`config.mk`:
```
export PLATFORM = sky130hd
export DESIGN_NAME = trace_line_event_parser_core
export DESIGN_NICKNAME = d
export VERILOG_FILES = /design/src/rtl/tlep_pkg.sv /design/src/rtl/tlep_parse.sv /design/src/rtl/trace_line_event_parser_core.sv
export SDC_FILE = /design/constraint.sdc
export NUM_CORES = 1
export LEC_CHECK = 0
export BUFFER_PORTS_ARGS = -buffer_cell sky130_fd_sc_hd__buf_2
export CELL_PAD_IN_SITES_DETAIL_PLACEMENT = 1
export CELL_PAD_IN_SITES_GLOBAL_PLACEMENT = 2
export CORE_ASPECT_RATIO = 0.6
export CORE_UTILIZATION = 39
export CTS_CLUSTER_DIAMETER = 80
export DETAILED_ROUTE_END_ITERATION = 8
export PLACE_DENSITY_LB_ADDON = 0.25
export SYNTH_ARGS = -nofsm -noshare
export SYNTH_HDL_FRONTEND = slang
export SYNTH_SLANG_ARGS = --single-unit
```
`constraint.sdc`:
```
create_clock -name clk_i -period 6.3 [get_ports clk_i]
set_input_delay 1.89 -clock clk_i [delete_from_list [all_inputs] [get_ports clk_i]]
set_output_delay 1.89 -clock clk_i [all_outputs]
set_load 0.005 [all_outputs]
```
`src/rtl/tlep_pkg.sv`:
```
// tlep_pkg: shared payload types, character codes and candidate name table
// for the trace line event parser. No dependencies.
`default_nettype none

package tlep_pkg;

  // One input transfer: a text byte, or the end-of-line marker
  typedef struct packed {
    logic [7:0] char_code;
    logic       line_end;
  } in_item_t;

  // One result transfer, produced only for an end-of-line item
  typedef struct packed {
    logic        [2:0]  event_kind;
    logic signed [31:0] stamp_seconds;
    logic signed [31:0] stamp_micros;
  } out_item_t;

  // Character codes
  localparam logic [7:0] CH_NUL   = 8'h00;
  localparam logic [7:0] CH_TAB   = 8'h09;
  localparam logic [7:0] CH_CR    = 8'h0D;
  localparam logic [7:0] CH_SPACE = 8'h20;
  localparam logic [7:0] CH_PAREN = 8'h28;
  localparam logic [7:0] CH_PLUS  = 8'h2B;
  localparam logic [7:0] CH_MINUS = 8'h2D;
  localparam logic [7:0] CH_DOT   = 8'h2E;
  localparam logic [7:0] CH_ZERO  = 8'h30;
  localparam logic [7:0] CH_NINE  = 8'h39;

  // Line layout
  localparam logic [2:0] DOT_RUN_LEN = 3'd4;
  localparam logic [2:0] SKIP_LEN    = 3'd6;

  // Magnitude saturation point (2^31)
  localparam logic [31:0] SAT_MAG = 32'h8000_0000;
  localparam logic [31:0] MAX_POS = 32'h7FFF_FFFF;

  // Event kinds: enter = 2k+1, exit = 2k+2 for candidate k
  localparam logic [2:0] KIND_NONE = 3'd0;
  localparam int unsigned NUM_CAND = 3;

  // Candidate name lengths: sendto, recvmsg, select
  localparam logic [3:0] CAND_LEN [NUM_CAND] = '{4'd6, 4'd7, 4'd6};

  // Character p of candidate k (left-aligned in an 8-byte word)
  function automatic logic [7:0] cand_char(input logic [1:0] k, input logic [2:0] p);
    logic [63:0] word;
    logic [2:0]  slot;
    word = 64'h0;
    slot = 3'd7 - p;
    unique case (k)
      2'd0:    word = {"sendto", 16'h0};
      2'd1:    word = {"recvmsg", 8'h0};
      2'd2:    word = {"select", 16'h0};
      default: word = 64'h0;
    endcase
    return word[{slot, 3'b000} +: 8];
  endfunction

endpackage

`default_nettype wire

```
`src/rtl/tlep_parse.sv`:
```
// tlep_parse: parse phase state and per-character next-state logic for one
// trace line. Depends on tlep_pkg.
`default_nettype none

module tlep_parse #(
  parameter int unsigned MAX_NAME_LEN = 64,
  parameter int unsigned NAME_LEN_W   = 7
) (
  input  wire logic              clk_i,
  input  wire logic              rst_ni,
  input  wire logic              step_i,
  input  wire tlep_pkg::in_item_t  item_i,
  output      tlep_pkg::out_item_t result_o
);
  import tlep_pkg::*;

  typedef enum logic [2:0] {
    PH_DOTS,
    PH_SEC,
    PH_USEC,
    PH_SKIP,
    PH_NAME,
    PH_DONE
  } phase_e;

  phase_e                phase_q, phase_d;
  logic [2:0]            dot_run_q, dot_run_d;
  logic [31:0]           sec_q, sec_d;
  logic [31:0]           usec_q, usec_d;
  logic                  neg_q, neg_d;
  logic                  num_started_q, num_started_d;
  logic [2:0]            skip_q, skip_d;
  logic [NAME_LEN_W-1:0] name_cnt_q, name_cnt_d;
  logic [NUM_CAND-1:0]   match_q, match_d;
  logic [2:0]            kind_q, kind_d;

  // Apply sign to a saturated magnitude, clamping to the signed range
  function automatic logic [31:0] signed_result(input logic [31:0] mag, input logic neg);
    if (neg) begin
      return (mag >= SAT_MAG) ? SAT_MAG : (32'd0 - mag);
    end
    return (mag > MAX_POS) ? MAX_POS : mag;
  endfunction

  // First surviving candidate whose length matches gives the event kind
  function automatic logic [2:0] name_kind(input logic [NUM_CAND-1:0] flags,
                                           input logic [NAME_LEN_W-1:0] len,
                                           input logic enter);
    logic [2:0] kind;
    kind = KIND_NONE;
    for (int k = NUM_CAND - 1; k >= 0; k--) begin
      if (flags[k] && (len == NAME_LEN_W'(CAND_LEN[k]))) begin
        kind = 3'(2 * k) + (enter ? 3'd1 : 3'd2);
      end
    end
    return kind;
  endfunction

  // Character classes
  logic [7:0] c;
  logic       is_digit, is_blank, is_sign, num_end, name_term;
  assign c         = item_i.char_code;
  assign is_digit  = (c >= CH_ZERO) && (c <= CH_NINE);
  assign is_blank  = (c == CH_SPACE) || ((c >= CH_TAB) && (c <= CH_CR));
  assign is_sign   = (c == CH_PLUS) || (c == CH_MINUS);
  assign num_end   = !is_digit && !(!num_started_q && (is_blank || is_sign));
  assign name_term = (c == CH_SPACE) || (c == CH_PAREN) || (c == CH_NUL);

  // Shared multiply-by-ten accumulate with saturation at 2^31
  logic [31:0] acc_sel, acc_sat;
  logic [35:0] acc_wide, acc_next;
  logic [3:0]  digit;
  assign acc_sel  = (phase_q == PH_SEC) ? sec_q : usec_q;
  assign digit    = 4'(c - CH_ZERO);
  assign acc_wide = {4'b0, acc_sel};
  assign acc_next = (acc_wide << 3) + (acc_wide << 1) + 36'(digit);
  assign acc_sat  = (acc_next > 36'(SAT_MAG)) ? SAT_MAG : acc_next[31:0];

  // Candidate comparison for the next name character
  logic [NUM_CAND-1:0] match_upd;
  always_comb begin
    match_upd = match_q;
    for (int k = 0; k < NUM_CAND; k++) begin
      if ((name_cnt_q >= NAME_LEN_W'(CAND_LEN[k])) ||
          (cand_char(2'(k), name_cnt_q[2:0]) != c)) begin
        match_upd[k] = 1'b0;
      end
    end
  end

  // Result fields from the current state at end of line
  logic [31:0] res_sec, res_usec;
  logic [2:0]  res_kind;
  always_comb begin
    res_sec  = 32'd0;
    res_usec = 32'd0;
    res_kind = KIND_NONE;
    unique case (phase_q)
      PH_DOTS: ;
      PH_SEC:  res_sec = signed_result(sec_q, neg_q);
      PH_USEC: begin
        res_sec  = sec_q;
        res_usec = signed_result(usec_q, neg_q);
      end
      PH_NAME: begin
        res_sec  = sec_q;
        res_usec = usec_q;
        res_kind = name_kind(match_q, name_cnt_q, 1'b0);
      end
      PH_DONE: begin
        res_sec  = sec_q;
        res_usec = usec_q;
        res_kind = kind_q;
      end
      default: begin
        res_sec  = sec_q;
        res_usec = usec_q;
      end
    endcase
  end

  assign result_o = {res_kind, res_sec, res_usec};

  // Next-state logic for one character
  always_comb begin
    phase_d       = phase_q;
    dot_run_d     = dot_run_q;
    sec_d         = sec_q;
    usec_d        = usec_q;
    neg_d         = neg_q;
    num_started_d = num_started_q;
    skip_d        = skip_q;
    name_cnt_d    = name_cnt_q;
    match_d       = match_q;
    kind_d        = kind_q;
    if (item_i.line_end) begin
      // clear for the next line
      phase_d       = PH_DOTS;
      dot_run_d     = 3'd0;
      sec_d         = 32'd0;
      usec_d        = 32'd0;
      neg_d         = 1'b0;
      num_started_d = 1'b0;
      skip_d        = 3'd0;
      name_cnt_d    = '0;
      match_d       = '1;
      kind_d        = KIND_NONE;
    end else begin
      unique case (phase_q)
        PH_DOTS: begin
          if (c == CH_DOT) begin
            dot_run_d = dot_run_q + 3'd1;
            if (dot_run_d >= DOT_RUN_LEN) begin
              phase_d       = PH_SEC;
              num_started_d = 1'b0;
              neg_d         = 1'b0;
            end
          end else begin
            dot_run_d = 3'd0;
          end
        end
        PH_SEC, PH_USEC: begin
          if (is_digit) begin
            if (phase_q == PH_SEC) sec_d = acc_sat;
            else                   usec_d = acc_sat;
            num_started_d = 1'b1;
          end else if (!num_end) begin
            if (is_sign) begin
              neg_d         = (c == CH_MINUS);
              num_started_d = 1'b1;
            end
          end else if (phase_q == PH_SEC) begin
            sec_d         = signed_result(sec_q, neg_q);
            neg_d         = 1'b0;
            num_started_d = 1'b0;
            phase_d       = PH_USEC;
          end else begin
            usec_d  = signed_result(usec_q, neg_q);
            neg_d   = 1'b0;
            skip_d  = 3'd1;
            phase_d = PH_SKIP;
          end
        end
        PH_SKIP: begin
          skip_d = skip_q + 3'd1;
          if (skip_d >= SKIP_LEN) phase_d = PH_NAME;
        end
        PH_NAME: begin
          if (name_term) begin
            kind_d  = name_kind(match_q, name_cnt_q, c == CH_PAREN);
            phase_d = PH_DONE;
          end else if (name_cnt_q < NAME_LEN_W'(MAX_NAME_LEN)) begin
            match_d    = match_upd;
            name_cnt_d = name_cnt_q + NAME_LEN_W'(1);
          end
        end
        default: ;
      endcase
    end
  end

  // Parser state registers
  always_ff @(posedge clk_i or negedge rst_ni) begin
    if (!rst_ni) begin
      phase_q       <= PH_DOTS;
      dot_run_q     <= 3'd0;
      sec_q         <= 32'd0;
      usec_q        <= 32'd0;
      neg_q         <= 1'b0;
      num_started_q <= 1'b0;
      skip_q        <= 3'd0;
      name_cnt_q    <= '0;
      match_q       <= '1;
      kind_q        <= KIND_NONE;
    end else if (step_i) begin
      phase_q       <= phase_d;
      dot_run_q     <= dot_run_d;
      sec_q         <= sec_d;
      usec_q        <= usec_d;
      neg_q         <= neg_d;
      num_started_q <= num_started_d;
      skip_q        <= skip_d;
      name_cnt_q    <= name_cnt_d;
      match_q       <= match_d;
      kind_q        <= kind_d;
    end
  end

endmodule

`default_nettype wire

```
`src/rtl/trace_line_event_parser_core.sv`:
```
// Trace line event parser, top level: input register, parser, result register.
// A result is offered on out_valid_o from the result register, loaded when its
// end-of-line item leaves the input register. Throughput: one character per
// cycle, set by the single parser step between the two registers.
// A held result stalls only a following end-of-line item. Reset (asynchronous,
// active low) empties both registers and returns the parser to the dot search.
// Depends on tlep_pkg and tlep_parse.
`default_nettype none

module trace_line_event_parser_core #(
  parameter int unsigned MAX_NAME_LEN = 64
) (
  input  wire logic                clk_i,
  input  wire logic                rst_ni,
  input  wire logic                in_valid_i,
  output      logic                in_ready_o,
  input  wire tlep_pkg::in_item_t  in_data_i,
  output      logic                out_valid_o,
  input  wire logic                out_ready_i,
  output      tlep_pkg::out_item_t out_data_o
);
  import tlep_pkg::*;

  localparam int unsigned NAME_LEN_W = $clog2(MAX_NAME_LEN + 1);

  logic      stage_valid_q;
  in_item_t  stage_data_q;
  logic      out_valid_q, out_valid_d;
  out_item_t out_data_q;
  out_item_t result;
  logic      stage_fire;

  // Only an end-of-line item needs room in the result register
  assign stage_fire = stage_valid_q &&
                      (!stage_data_q.line_end || !out_valid_q || out_ready_i);
  assign in_ready_o = !stage_valid_q || stage_fire;

  // Input register
  always_ff @(posedge clk_i or negedge rst_ni) begin
    if (!rst_ni) begin
      stage_valid_q <= 1'b0;
    end else if (in_ready_o) begin
      stage_valid_q <= in_valid_i;
    end
  end

  always_ff @(posedge clk_i) begin
    if (in_ready_o && in_valid_i) begin
      stage_data_q <= in_data_i;
    end
  end

  tlep_parse #(
    .MAX_NAME_LEN(MAX_NAME_LEN),
    .NAME_LEN_W  (NAME_LEN_W)
  ) u_parse (
    .clk_i   (clk_i),
    .rst_ni  (rst_ni),
    .step_i  (stage_fire),
    .item_i  (stage_data_q),
    .result_o(result)
  );

  // Result register
  logic out_load;
  assign out_load = stage_fire && stage_data_q.line_end;

  always_comb begin
    out_valid_d = out_valid_q;
    if (out_load)         out_valid_d = 1'b1;
    else if (out_ready_i) out_valid_d = 1'b0;
  end

  always_ff @(posedge clk_i or negedge rst_ni) begin
    if (!rst_ni) begin
      out_valid_q <= 1'b0;
    end else begin
      out_valid_q <= out_valid_d;
    end
  end

  always_ff @(posedge clk_i) begin
    if (out_load) begin
      out_data_q <= result;
    end
  end

  assign out_valid_o = out_valid_q;
  assign out_data_o  = out_data_q;

endmodule

`default_nettype wire

```
==> flow_summary.ini, run 1 <==
[synth]
netlist_instances = 1570
ys_ff_latch = 166
synth_top_family_by_area = compound AO/OA/AOI/OAI gates
async_flop_share_pct = 54.2
ys_top_cells_by_area = edfxtp_1, dfrtp_1, ha_1
yosysSeqAreaShare_pct = 33.7
synth_area_per_cell_um2 = 8.57
synth_top_area_share_pct = 17.0
synth-compound-area-share_pct = 29.7
synth-simple-area-share_pct = 17.9
synth_area_um2 = 13500
yosysWarningCount = 0
synth.distinct_cells = 102
synth-adder-area-share_pct = 7.18
synthXorXnorAreaFrac_pct = 2.59
synth.area.mux_share_pct = 4.08
syn-num-nets = 1659
synth_edf_count = 76
ys.flop_type = dfrtp_1
synth_top_area_cell = edfxtp_1
yosys.cell_count.top_type = nor2_1
synth_commonest_cells = nor2_1, a21oi_1, nand2_1, o21ai_0, clkbuf_1

[worst_setup_path]
r2r-start = u_parse.phase_q[1]
cp-end-kind = flip-flop
r2r_end = u_parse.sec_q[8]
crit_end = u_parse.sec_q[8]
worstPathMaxFanout = 46
setup.worst_path.start_class = flip-flop
crit_start = u_parse.phase_q[1]
crit_required_ns = 6.64
ff2ff_path_depth = 16
rrSetupSlack_ns = 0.83
cp.arrival_ns = 5.80
setup.worst_path.class = reg -> reg

[detailed_routing]
vias = 12900
drtIter0Drc = 1221
wl_per_cell_um = 25.5
dr.pass1.iters = 5
route.met2.wl_mm = 20.4
antenna_left = 0
viasPerCell = 6.33
met1_length_mm = 26.6
top_layer = met5
dr_wl_met3_mm = 4.58
routed_wl_mm = 52.1
drc = 0

[placed_design]
dpl_cell_area_um2 = 14200
gp_congestion = 0.937
port_buffers = 81
place_hpwl_mm = 39.6

[global_routing]
first_global_vias = 12500
grt_use_total_pct = 29.6
grt_first_pass_wirelength_mm = 79.7
grt_max_degree = 53
gr-total-overflow = 0
antenna_found_initial = 2

[sta]
setup_viol = 0
slew_headroom_pct = 21.3
finalHoldViolCount = 0
tightest_slew_ns = 1.18
setup-tns-final_ns = 0
period_minus_slack_ns = 5.47
slew_viol_final = 0
rsz0062_at_grt = no
skew_ns = 0.0203
fmax_ghz = 0.183
min_period_over_period_pct = 86.8

[die]
placementRows = 52
num_io_pins = 82
core_um2 = 33800
fp.dieW_um = 242
die_h_um = 146
die_area_um2 = 35300
floorplan.initialDensity_pct = 39.8

[run_status]
outcome = finished, final reports clean

[clocking]
clock-sinks = 166
numCtsBuffers = 17
cts_resized = 0
root_buffer = clkbuf_16
cts_setup_buffers = 0
cts_tree = done
worstSkewPairLatency_ns = 0.46
clk_pin_slew_ns = 0.07
htree_levels = 4
clockBufferDepth = 2
cts_hold_buf = 0

[power]
combinationalPowerShare_pct = 28.5
p_sw_mw = 1.17
clock_power_share_pct = 33.0
intPower_mw = 2.06
leakage_nw = 6.11
powerDensity_nw_per_um2 = 219
vdd_drop_max_mv = 0.205
sw_frac_of_total_pct = 36.2
seq_power_share_pct = 38.5

[layout]
layout.nets = 1658
syn2layout_area_growth_pct = 9.58
stdcell_area_um2 = 14700
drive_above_1_share_pct = 14.8
diodes = 0

[min_path]
holdPathStages = 2
worstHoldPathType = reg -> reg

[flow_run]
drv_cap = 0
[cell type report]
| type | count | area (µm²) |
|---|---|---|
| clock buffer | 23 | 490 |
| sequential | 166 | 4540 |
| fill | 4030 | 19100 |
| timing repair buffer | 109 | 643 |
| multi-input combinational | 1243 | 8290 |
| tap | 459 | 574 |
| clock inverter | 9 | 88.8 |
| inverter | 32 | 120 |
[stage by stage]
stage / setup WS (ns) / total power [mW] / util [%] / hold WS (ns) / cells
after floorplan: 1.50 / 1.86 / - / 0.458 / 1570
after global placement: 1.20 / 2.15 / 41.9 / 0.470 / 2009
after detailed placement: 0.975 / 2.17 / 41.9 / 0.479 / 2009
final: 0.833 / 3.22 / 43.6 / 0.490 / 2041
after global routing: 0.527 / 3.36 / 43.6 / 0.518 / 2041
after CTS: 0.962 / 3.23 / 43.6 / 0.490 / 2041
[logic make-up after synthesis]
logic type      count (synthesis)
xor+xnor                       39
mux                            51
simple gates                  498
flops                         166
buf+inv                       161
fa+ha+maj                      76
compound gates                579
[flip-flops by register name, summed over array words and instances (netlist names), 3 cells and up]
name / flops
out_data_o: 67
u_parse.sec_q: 32
u_parse.usec_q: 32
stage_data_q: 9
u_parse.name_cnt_q: 7
u_parse.dot_run_q: 3
u_parse.kind_q: 3
u_parse.match_q: 3
u_parse.phase_q: 3
u_parse.skip_q: 3
[layer usage]
metal	up-vias	global-route usage, %
met3	32	8.39
met5	-	0.936
li1	5918	-
met1	6526	46.5
met4	2	5.38
met2	445	39.4
[power by group through the flow]
stage	clock [mW]	combinational, mW	sequential (mW)
global route	1.12	0.995	1.25
global placement	0	0.886	1.26
CTS	1.08	0.911	1.24
detailed placement	0	0.906	1.26
finish	1.06	0.918	1.24
floorplan	0	0.628	1.24
[how the worst min path moves through the flow]
stage                               endpoint                from  slack [ns]
after floorplan           u_parse.match_q[1]  u_parse.match_q[1]        0.46
after global placement    u_parse.match_q[1]  u_parse.match_q[1]        0.47
after detailed placement  u_parse.match_q[1]  u_parse.match_q[1]        0.48
after CTS                 u_parse.match_q[1]  u_parse.match_q[1]        0.49
after global routing      u_parse.match_q[1]  u_parse.match_q[1]        0.52
final                     u_parse.match_q[1]  u_parse.match_q[1]        0.49
[placed cells by master, fill, tap and decap left out, types with 24 or more instances in the layout]
| master | n |
|---|---|
| a22o_1 | 37 |
| nand2_1 | 135 |
| edfxtp_1 | 76 |
| xnor2_1 | 24 |
| o31ai_1 | 36 |
| mux2_2 | 31 |
| nor2_1 | 163 |
| nor3_1 | 56 |
| dfrtp_1 | 86 |
| a21oi_1 | 153 |
| o22ai_1 | 30 |
| o21ai_0 | 120 |
| buf_4 | 27 |
| buf_2 | 80 |
| ha_1 | 74 |
| inv_1 | 30 |
[critical path, stage by stage (launching register included)]
cell	delay, ns
dfrtp_1	0.38
nor2_1	0.37
nand2_1	0.17
buf_12	0.22
mux2_2	0.34
fa_1	0.40
ha_1	0.39
o211ai_2	0.15
o21ai_4	0.33
a21oi_4	0.14
nor4b_1	0.72
nor2_1	0.18
o21ai_0	0.26
xnor2_1	0.26
a41oi_4	0.34
buf_12	0.30
o41ai_1	0.34
Power figures use the tool's default switching activity.
==> run 2: changes to the inputs <==
--- a/config.mk
+++ b/config.mk
@@ -5,13 +5,13 @@
 export SDC_FILE = /design/constraint.sdc
 export NUM_CORES = 1
 export LEC_CHECK = 0
-export BUFFER_PORTS_ARGS = -buffer_cell sky130_fd_sc_hd__buf_2
 export CELL_PAD_IN_SITES_DETAIL_PLACEMENT = 1
 export CELL_PAD_IN_SITES_GLOBAL_PLACEMENT = 2
 export CORE_ASPECT_RATIO = 0.6
-export CORE_UTILIZATION = 39
+export CORE_UTILIZATION = 41
 export CTS_CLUSTER_DIAMETER = 80
 export DETAILED_ROUTE_END_ITERATION = 8
+export DONT_BUFFER_PORTS = 1
 export PLACE_DENSITY_LB_ADDON = 0.25
 export SYNTH_ARGS = -nofsm -noshare
 export SYNTH_HDL_FRONTEND = slang
==> run 2 against run 1 <==
Compared with the run above: register-to-register slack lost 0.36 ns; clock skew fell by 0.0048 ns; final cell count shrank 6.0%; fmax fell by 6.2%; global-route usage is 1.5 points higher; via count shrank 1.9%; die area is 4.8% lower; cell area down 2.9%.
==> flow_summary.ini, run 2 (synthesis gave the netlist of run 1 again) <==
[global_routing]
antenna_found_initial = 2
first_global_vias = 12200
grt_max_degree = 91
gr-total-overflow = 0
grt_first_pass_wirelength_mm = 78.5
grt_use_total_pct = 31.2

[worst_setup_path]
cp_slowest_cell = nor4b_1
cp-end-kind = flip-flop
setup.worst_path.class = reg -> reg
critPathMostFrequentCell = nor2_1
cp.arrival_ns = 6.16
worstPathMaxFanout = 45
setup.worst_path.start_class = flip-flop
crit_required_ns = 6.63
critical-path-max-stage-delay_ns = 0.87
crit_chain = nor2_1 -> nand2_1 -> buf_4 -> o21ai_0 -> fa_1 -> ha_1 -> a211oi_4 -> o21ai_4 -> a21oi_4 -> nor4b_1 -> nor2_1 -> xor2_1 -> and3_1 -> a41oi_4 -> buf_12 -> o41ai_1

[detailed_routing]
drtIter0Drc = 1276
vias = 12700
dr.pass1.iters = 5
wl_per_cell_um = 27.1
drc = 0
met1_length_mm = 25.7
top_layer = met4
route.met2.wl_mm = 20.2
antenna_left = 0
viasPerCell = 6.61
routed_wl_mm = 51.9
dr_wl_met3_mm = 5.22

[sta]
min_period_over_period_pct = 92.5
fmax_ghz = 0.172
finalHoldViolCount = 0
slew_headroom_pct = 23.6
layout_setup_ws_ns = 0.471
skew_ns = 0.0155
rsz0062_at_grt = no
slew_viol_final = 0
period_minus_slack_ns = 5.83
tightest_slew_ns = 1.14
setup-tns-final_ns = 0
holdWs_ns = 0.492
setup_viol = 0

[min_path]
worstHoldPathType = reg -> reg

[die]
core_um2 = 31700
floorplan.initialDensity_pct = 42.4
fp.dieW_um = 236
die_h_um = 142
placementRows = 50
die_area_um2 = 33600
num_io_pins = 82

[power]
vdd_drop_max_mv = 0.196
combinationalPowerShare_pct = 27.2
sw_frac_of_total_pct = 37.1
seq_power_share_pct = 38.2
intPower_mw = 2.05
p_sw_mw = 1.21
leakage_nw = 5.80
clock_power_share_pct = 34.6
powerDensity_nw_per_um2 = 228

[layout]
drive_above_1_share_pct = 10.5
final_common_cell = nor2_1
largest_register_ffs = 67
syn2layout_area_growth_pct = 6.37
stdcell_area_um2 = 14300
final_util_pct = 45.1
final_cell_mix = nor2_1, a21oi_1, nand2_1, o21ai_0, dfrtp_1
layout.nets = 1579
diodes = 0

[clocking]
cts_hold_buf = 0
root_buffer = clkbuf_16
cts_resized = 0
numCtsBuffers = 17
clock-sinks = 166
clockBufferDepth = 2
worstSkewPairLatency_ns = 0.45
cts_setup_buffers = 0
clk_pin_slew_ns = 0.08
cts_tree = done
htree_levels = 4

[placed_design]
gp_congestion = 0.942
dpl_cell_area_um2 = 13700
place_hpwl_mm = 38.9
port_buffers = 0
dp_slack_ns = 0.722

[flow_run]
drv_cap = 0

[run_status]
outcome = finished, final reports clean
==> run 2: cell count changes in the layout (fill, tap and decap cells not counted), sizes merged <==
cell	change
inv	+7
clkbuf	-6
clkinv	-2
bufinv	+1
buf	-79
==> run 2: worst paths after layout <==
| kind | depth (start not counted) | slack, ns | to | start |
|---|---|---|---|---|
| worst max-delay path | 16 | 0.47 | u_parse.sec_q[9] | u_parse.phase_q[1] |
| worst min-delay path | 2 | 0.49 | u_parse.match_q[1] | u_parse.match_q[1] |
| worst max register to register | 16 | 0.47 | u_parse.sec_q[9] | u_parse.phase_q[1] |
| worst min register to register | 2 | 0.49 | u_parse.match_q[1] | u_parse.match_q[1] |
| max in group asynchronous | 0 | 4.89 | u_parse.match_q[2] | rst_ni |
| min in group asynchronous | 0 | 1.13 | u_parse.sec_q[9] | rst_ni |
==> run 2: layout make-up <==
| cell class | instances | area, µm² |
|---|---|---|
| sequential | 166 | 4540 |
| clock buffer | 17 | 425 |
| fill | 3686 | 17400 |
| inverter | 32 | 120 |
| timing repair buffer | 30 | 238 |
| multi-input combinational | 1243 | 8290 |
| tap | 416 | 520 |
| clock inverter | 15 | 184 |
==> run 2: power by group through the flow <==
stage	Combinational (mW)	Sequential, mW	Clock (mW)
after global routing	0.960	1.25	1.18
after detailed placement	0.868	1.27	0
after floorplan	0.628	1.24	0
after CTS	0.873	1.25	1.15
final	0.888	1.25	1.13
after global placement	0.851	1.27	0
==> run 2: critical path, delay by kind of cell (launching register included) <==
family	cells	cell delay, ns
xor+xnor	1	0.40
simple gates	5	1.88
compound gates	6	1.53
fa+ha+maj	2	0.85
flops	1	0.39
buf+inv	2	0.63
==> run 2: stage by stage <==
stage               power, mW  cells
CTS                      3.27   1919
finish                   3.27   1919
global placement         2.12   1887
detailed placement       2.14   1887
floorplan                1.86   1570
global route             3.39   1919
==> run 2: layer usage <==
layer / global-route usage (%) / vias up
met3: 9.23 / 54
met4: 7.43 / 0
li1: - / 5778
met2: 41.4 / 529
met5: 0 / -
met1: 48.0 / 6318
